===== src/hdl/bsg_pkg.sv =====
`default_nettype none

package bsg_pkg;

    // frame geometry and store layout
    localparam int PIXELS  = 65536;
    localparam int MEM_AW  = $clog2(PIXELS);
    localparam int ADDR_W  = 16;
    localparam int CH_W    = 8;
    localparam int BKG_W   = 3 * CH_W;
    localparam int CNT_W   = 8;
    localparam int WORD_W  = BKG_W + CNT_W;

    // config port
    localparam int CFG_IDX_W  = 3;
    localparam int CFG_DATA_W = 9;

    // bt.601 luma in 14-bit fixed point
    localparam int           LUMA_W     = 22;
    localparam logic [21:0]  LUMA_B     = 22'd1868;
    localparam logic [21:0]  LUMA_G     = 22'd9617;
    localparam logic [21:0]  LUMA_R     = 22'd4899;
    localparam logic [21:0]  LUMA_ROUND = 22'd8192;

    // blend arithmetic
    localparam logic [8:0]  BLEND_ONE   = 9'd256;
    localparam logic [15:0] BLEND_ROUND = 16'd128;
    localparam logic [7:0]  CNT_MAX     = 8'hFF;

    typedef enum logic
    {
        KIND_PROCESS = 1'b0,
        KIND_LOAD    = 1'b1
    } kind_t;

    typedef enum logic [CFG_IDX_W-1:0]
    {
        CFG_COLOR_MODE       = 3'd0,
        CFG_DIFF_THRESHOLD   = 3'd1,
        CFG_BLEND_WEIGHT     = 3'd2,
        CFG_SELECTIVE_ENABLE = 3'd3,
        CFG_GHOST_ENABLE     = 3'd4,
        CFG_GHOST_LIMIT      = 3'd5
    } cfg_idx_t;

    typedef struct packed
    {
        logic       color_mode;
        logic [7:0] diff_threshold;
        logic [8:0] blend_weight;
        logic       selective_enable;
        logic       ghost_enable;
        logic [7:0] ghost_limit;
    } cfg_t;

    localparam cfg_t CFG_RESET = '{
        color_mode:       1'b0,
        diff_threshold:   8'd30,
        blend_weight:     9'd0,
        selective_enable: 1'b0,
        ghost_enable:     1'b0,
        ghost_limit:      8'd0
    };

    // result of the read-modify-write stage
    typedef struct packed
    {
        logic              fg;
        logic [WORD_W-1:0] word;
    } upd_t;

    function automatic logic [8:0] clamp_alpha(input logic [8:0] weight);
        clamp_alpha = (weight > BLEND_ONE) ? BLEND_ONE : weight;
    endfunction

    function automatic logic [7:0] absdiff8(input logic [7:0] a, input logic [7:0] b);
        absdiff8 = (a > b) ? (a - b) : (b - a);
    endfunction

endpackage

`default_nettype wire


===== src/hdl/bsg_update.sv =====
`default_nettype none

module bsg_update (
    input  wire bsg_pkg::cfg_t                     cfg,
    input  wire bsg_pkg::kind_t                    kind,
    input  wire logic [bsg_pkg::BKG_W-1:0]         pix,
    input  wire logic [2:0][15:0]                  pa,
    input  wire logic [bsg_pkg::WORD_W-1:0]        word,
    output bsg_pkg::upd_t                          upd
);

    logic [2:0][7:0]                pc;
    logic [2:0][7:0]                bc;
    logic [2:0][7:0]                blended;
    logic [2:0][16:0]               mix;
    logic [2:0]                     over;
    logic [8:0]                     inv;
    logic                           fg;
    logic [bsg_pkg::BKG_W-1:0]      bkg_blend;
    logic [bsg_pkg::BKG_W-1:0]      bkg_new;
    logic [7:0]                     cnt;
    logic [7:0]                     cnt_inc;
    logic [7:0]                     cnt_new;
    logic                           ghost_hit;

    // (256 - alpha) weight of the old background
    assign inv = bsg_pkg::BLEND_ONE - bsg_pkg::clamp_alpha(cfg.blend_weight);

    for (genvar c = 0; c < 3; c++)
    begin : g_ch
        assign pc[c]      = pix[8*c +: 8];
        assign bc[c]      = word[8*c +: 8];
        assign over[c]    = bsg_pkg::absdiff8(pc[c], bc[c]) > cfg.diff_threshold;
        assign mix[c]     = {1'b0, pa[c]} + ({8'b0, inv} * {9'b0, bc[c]});
        assign blended[c] = mix[c][15:8];
    end

    assign fg = over[0] | (cfg.color_mode & (over[1] | over[2]));

    always_comb
    begin
        if (cfg.selective_enable && fg)
        begin
            if (cfg.color_mode)
            begin
                bkg_blend = {blended[2], blended[1], blended[0]};
            end
            else
            begin
                bkg_blend = {bc[2], bc[1], blended[0]};
            end
        end
        else
        begin
            bkg_blend = word[bsg_pkg::BKG_W-1:0];
        end
    end

    // saturating persistence counter
    assign cnt     = word[bsg_pkg::WORD_W-1:bsg_pkg::BKG_W];
    assign cnt_inc = !fg ? 8'd0 : ((cnt == bsg_pkg::CNT_MAX) ? bsg_pkg::CNT_MAX : cnt + 8'd1);
    assign ghost_hit = cfg.ghost_enable && (cnt_inc > cfg.ghost_limit);

    always_comb
    begin
        if (ghost_hit)
        begin
            bkg_new = cfg.color_mode ? pix : {bkg_blend[23:8], pix[7:0]};
            cnt_new = 8'd0;
        end
        else
        begin
            bkg_new = bkg_blend;
            cnt_new = cfg.ghost_enable ? cnt_inc : cnt;
        end
    end

    always_comb
    begin
        if (kind == bsg_pkg::KIND_LOAD)
        begin
            upd.fg   = 1'b0;
            upd.word = {8'd0, pix};
        end
        else
        begin
            upd.fg   = fg;
            upd.word = {cnt_new, bkg_new};
        end
    end

endmodule

`default_nettype wire


===== config.mk =====
export PLATFORM = sky130hd
export DESIGN_NAME = bsg_update
export DESIGN_NICKNAME = d
export VERILOG_FILES = /design/src/hdl/bsg_pkg.sv /design/src/hdl/bsg_update.sv
export SDC_FILE = /design/constraint.sdc
export NUM_CORES = 1
export LEC_CHECK = 0
export ABC_CLOCK_PERIOD_IN_PS = 21600
export BUFFER_PORTS_ARGS = -buffer_cell sky130_fd_sc_hd__buf_2
export CELL_PAD_IN_SITES_DETAIL_PLACEMENT = 0
export CELL_PAD_IN_SITES_GLOBAL_PLACEMENT = 2
export CORE_MARGIN = 1.5
export CORE_UTILIZATION = 38
export DETAILED_ROUTE_END_ITERATION = 12
export PLACE_DENSITY = 0.91
export SYNTH_ARGS = -nofsm -noshare
export SYNTH_HDL_FRONTEND = slang
export SYNTH_SLANG_ARGS = --single-unit

===== constraint.sdc =====
create_clock -name vclk -period 21.6
set_input_delay 6.48 -clock vclk [all_inputs]
set_output_delay 6.48 -clock vclk [all_outputs]
set_load 0.01 [all_outputs]

==> Word level (Yosys, flattened, before mapping) <==
Index checks and enable logic that the tools add are counted.
{ "totals": {"out_inout_bits": 33, "register_bits": 0, "wordCells": 41} }
{ "op_classes": {"bitwise": 3, "eq_ne": 1, "n_addsub": 11, "n_mul": 3, "magnitude_cmp": 8, "n_reduce_logical": 2, "n_mux": 13} }
{ "op_table": {"columns": ["operator", "n"], "rows": [
  ["$mux W24", 4],
  ["$gt A8 B8 Y1", 7],
  ["$mux W8", 7],
  ["$add A16 B16 Y16", 3],
  ["$mul A9 B8 Y16", 3],
  ["$sub A8 B8 Y8", 6],
  ["$mux W33", 1],
  ["$gt A9 B9 Y1 const B", 1],
  ["$mux W9", 1],
  ["$sub A9 B9 Y9 const A", 1],
  ["$add A8 B1 Y8 const B", 1],
  ["$eq A8 B8 Y1 const B", 1],
  ["$logic_and A1 B1 Y1", 2],
  ["$or A1 B1 Y1", 2],
  ["$and A1 B1 Y1", 1]
]} }

==> Logic depth before layout (Yosys ltp) <==
{ "logic_depth": {"depth_word": 11, "depth_mapped": 35, "depth_no_buf": 31} }

==> Worst setup path after synthesis <==
No wires, ideal clock.
{ "synth_path": {"path_kind": "input-to-output", "start": "in cfg[10] (netlist name)", "end": "out upd[23] (netlist name)", "n_path_buf": 3, "t_required_ns": 15.120, "cell_stages": 27, "path_slack_ns": 2.700, "t_arrival_ns": 12.420, "cell_sequence": "nor2b_1 > buf_2 > inv_1 > buf_1 > ha_1 > inv_1 > nor2_1 > o31a_1 > clkbuf_1 > nand2_1 > fa_1 > inv_1 > fa_1 > inv_1 > fa_1 > fa_1 > inv_1 > ha_1 > a2111o_1 > a41o_1 > a41oi_4 > o21ai_2 > o41ai_2 > xnor2_1 > mux2i_1 > a211oi_1 > a21o_1"} }
{ "synth_lines": {"columns": ["item", "line", "rtl"], "rows": [
  ["start, declared", "bsg_update.sv:4", "input wire bsg_pkg::cfg_t cfg,"],
  ["end, declared", "bsg_update.sv:9", "output bsg_pkg::upd_t upd"]
]} }

==> results by group <==
Critical path
  – Crit. Startpoint: word[16]
  – Critical Path Max Stage Delay: 900 ps
  – WP data arrival: 13,720 ps
  – Worst setup path end: upd[22]
  – CP Launch Type: primary input
  – WS Path Type: primary input to output port
  – CP endpoint kind: output port
  – Crit-path slowest cell: a21o_1
  – Crit path required time: 15,120 ps
  – CP Max Fanout: 32
  – Most frequent CP cell: a21oi_1

Yosys
  – Dominant cell type by area after synthesis: fa_1
  – Synth Cell Area: 10,800 um^2
  – Most frequent cells after synthesis: 345 x inv_1, 171 x fa_1, 166 x ha_1, 141 x nand2_1, 76 x nor2_1
  – Synth Instances: 1,394
  – Synth top area cells: fa_1 32%, ha_1 19%, inv_1 12%, nand2_1 4.9%, and2_1 3.3%
  – Syn_nets: 1,864
  – Cell variety after synth: 56
  – Warnings, synthesis: 0
  – Post-synthesis sequential area ratio: 0%
  – Most numerous cell in the Yosys netlist: inv_1
  – Yosys top cell area share: 31.6%
  – Avg Inst Size Synth: 7.78 um^2

Layout
  – Filler cell count: 2,966
  – Seq_cells: 0
  – Antenna cells: 0
  – Fin nets: 2,000
  – CLK BUF: 0
  – Share of cells above drive strength 1: 12.8%
  – Finished Core Util: 43.2%
  – Multi-input logic area: 9380 um^2
  – Final std cells w/o fill: 1,906
  – Final instance area: 12,100 um^2
  – Storage cell area: 0 um^2
  – Synth-to-Final Area Change: 11.3%

Timing
  – Slew Limit Fails: 0
  – Worst-Margin Slew: 1150 ps
  – Final worst path period share: 93.5%
  – Unrepaired setup endpoints after global routing: no
  – Final hold violation count: 0
  – Highest clock rate: 49.5 MHz
  – WHS: 13,260 ps
  – Setup slack after layout: 1400 ps
  – Max_slew headroom: 23.4%
  – Final setup viols: 0
  – Setup TNS: 0 ps
  – Final Critical Period: 20,200 ps

Clocking
  – Post-CTS setup buffers: 0
  – CTS Hold Bufs: 0
  – CTS resizes: 0

Drt
  – Vias: 9,453
  – DR vias/cell: 4.96
  – DRC: 0
  – WL/cell: 16.4 um
  – Total length of routed wires: 31,200 um
  – Drt first pass iters: 5
  – Antenna Nets Post-Route: 0
  – Iteration-0 DRC Markers: 469

Placement
  – Placed Area: 12,100 um^2
  – Routability Congestion: 0.858
  – Place WS: 1440 ps
  – I/O Buffers: 166
  – Detail Placement HPWL: 26,200 um
  – Placed Cells: 1,906

Global routing
  – Initial antenna violation count: 0
  – Total congestion overflow: 0
  – Vias in the first global route: 9,788
  – Gr usage total: 21.9%
  – Largest net degree at the start of global routing: 51
  – First-pass GRT wire length: 50,700 um

Run status
  – Status: complete, no violations

Floorplan
  – Initial Util: 38.8%
  – Row count: 61
  – Die width: 172 um
  – Die ar.: 29,600 um^2
  – Core area: 27,900 um^2
  – # IOs: 166
  – Die height: 172 um

Power
  – Total Power: 0.792 mW
  – Worst vdd rail ir drop: 0.0907 mV
  – PD cells: 65.6 nW/um^2
  – LEAKAGE: 6.80 nW

Run
  – Max-cap violation count: 0

Worst hold path
  – HP Class: primary input to output port
-- cell type report --
type	instances	area share, %
inverter	345	10.7
multi-input combinational	1005	77.7
timing repair buffer	178	7.63
tap	378	3.92
-- worst max-delay path: cells and delay by family --
family / cells / cell delay, ps
adders and majority gates: 4 / 1150
AOI/OAI and AO/OA: 17 / 4130
xor gates and xnor gates: 1 / 140
and+or+nand+nor: 5 / 890
muxes: 1 / 410
buffers and inverters: 3 / 500
-- where the power goes --
| part | total (mW) | switching, mW | internal, mW |
|---|---|---|---|
| Combinational | 0.792 | 0.453 | 0.338 |
| Clock | 0 | 0 | 0 |
| Sequential | 0 | 0 | 0 |
-- layer usage --
layer / up-vias / routed length [um] / GRT usage, %
li1: 4611 / - / -
met1: 4573 / 14300 / 30.6
met2: 250 / 14700 / 38.0
met3: 19 / 1860 / 2.01
met4: 0 / 241 / 1.66
met5: - / 0 / 0
-- how the worst min path moves through the flow --
stage,from,depth (start not counted),to
after global routing,kind,3,upd[32]
after floorplan,kind,1,upd[32]
final,kind,3,upd[32]
after CTS,kind,3,upd[32]
after global placement,kind,3,upd[32]
after detailed placement,kind,3,upd[32]
-- placed cells by master, fill, tap and decap left out, types with 9 or more instances in the layout --
| master | instances |
|---|---|
| o21ai_0 | 35 |
| o21a_1 | 9 |
| nor2_1 | 76 |
| buf_2 | 166 |
| nand4_1 | 12 |
| nand2_1 | 141 |
| nor3_1 | 48 |
| xnor2_1 | 39 |
| and2_1 | 58 |
| nand2b_1 | 16 |
| a21o_1 | 16 |
| fa_1 | 171 |
| nand3_1 | 22 |
| mux2i_1 | 24 |
| buf_4 | 12 |
| xor2_1 | 19 |
| ha_1 | 166 |
| a211oi_1 | 10 |
| inv_1 | 345 |
| a21oi_1 | 65 |
-- cell families after synthesis --
| group | Yosys count | synth area share [%] |
|---|---|---|
| buffers and inverters | 389 | 13.6 |
| AOI/OAI and AO/OA | 181 | 10.7 |
| and+or+nand+nor | 398 | 17.3 |
| xor gates and xnor gates | 59 | 4.77 |
| muxes | 30 | 2.84 |
| adders and majority gates | 337 | 50.7 |
Power figures use the tool's default switching activity.
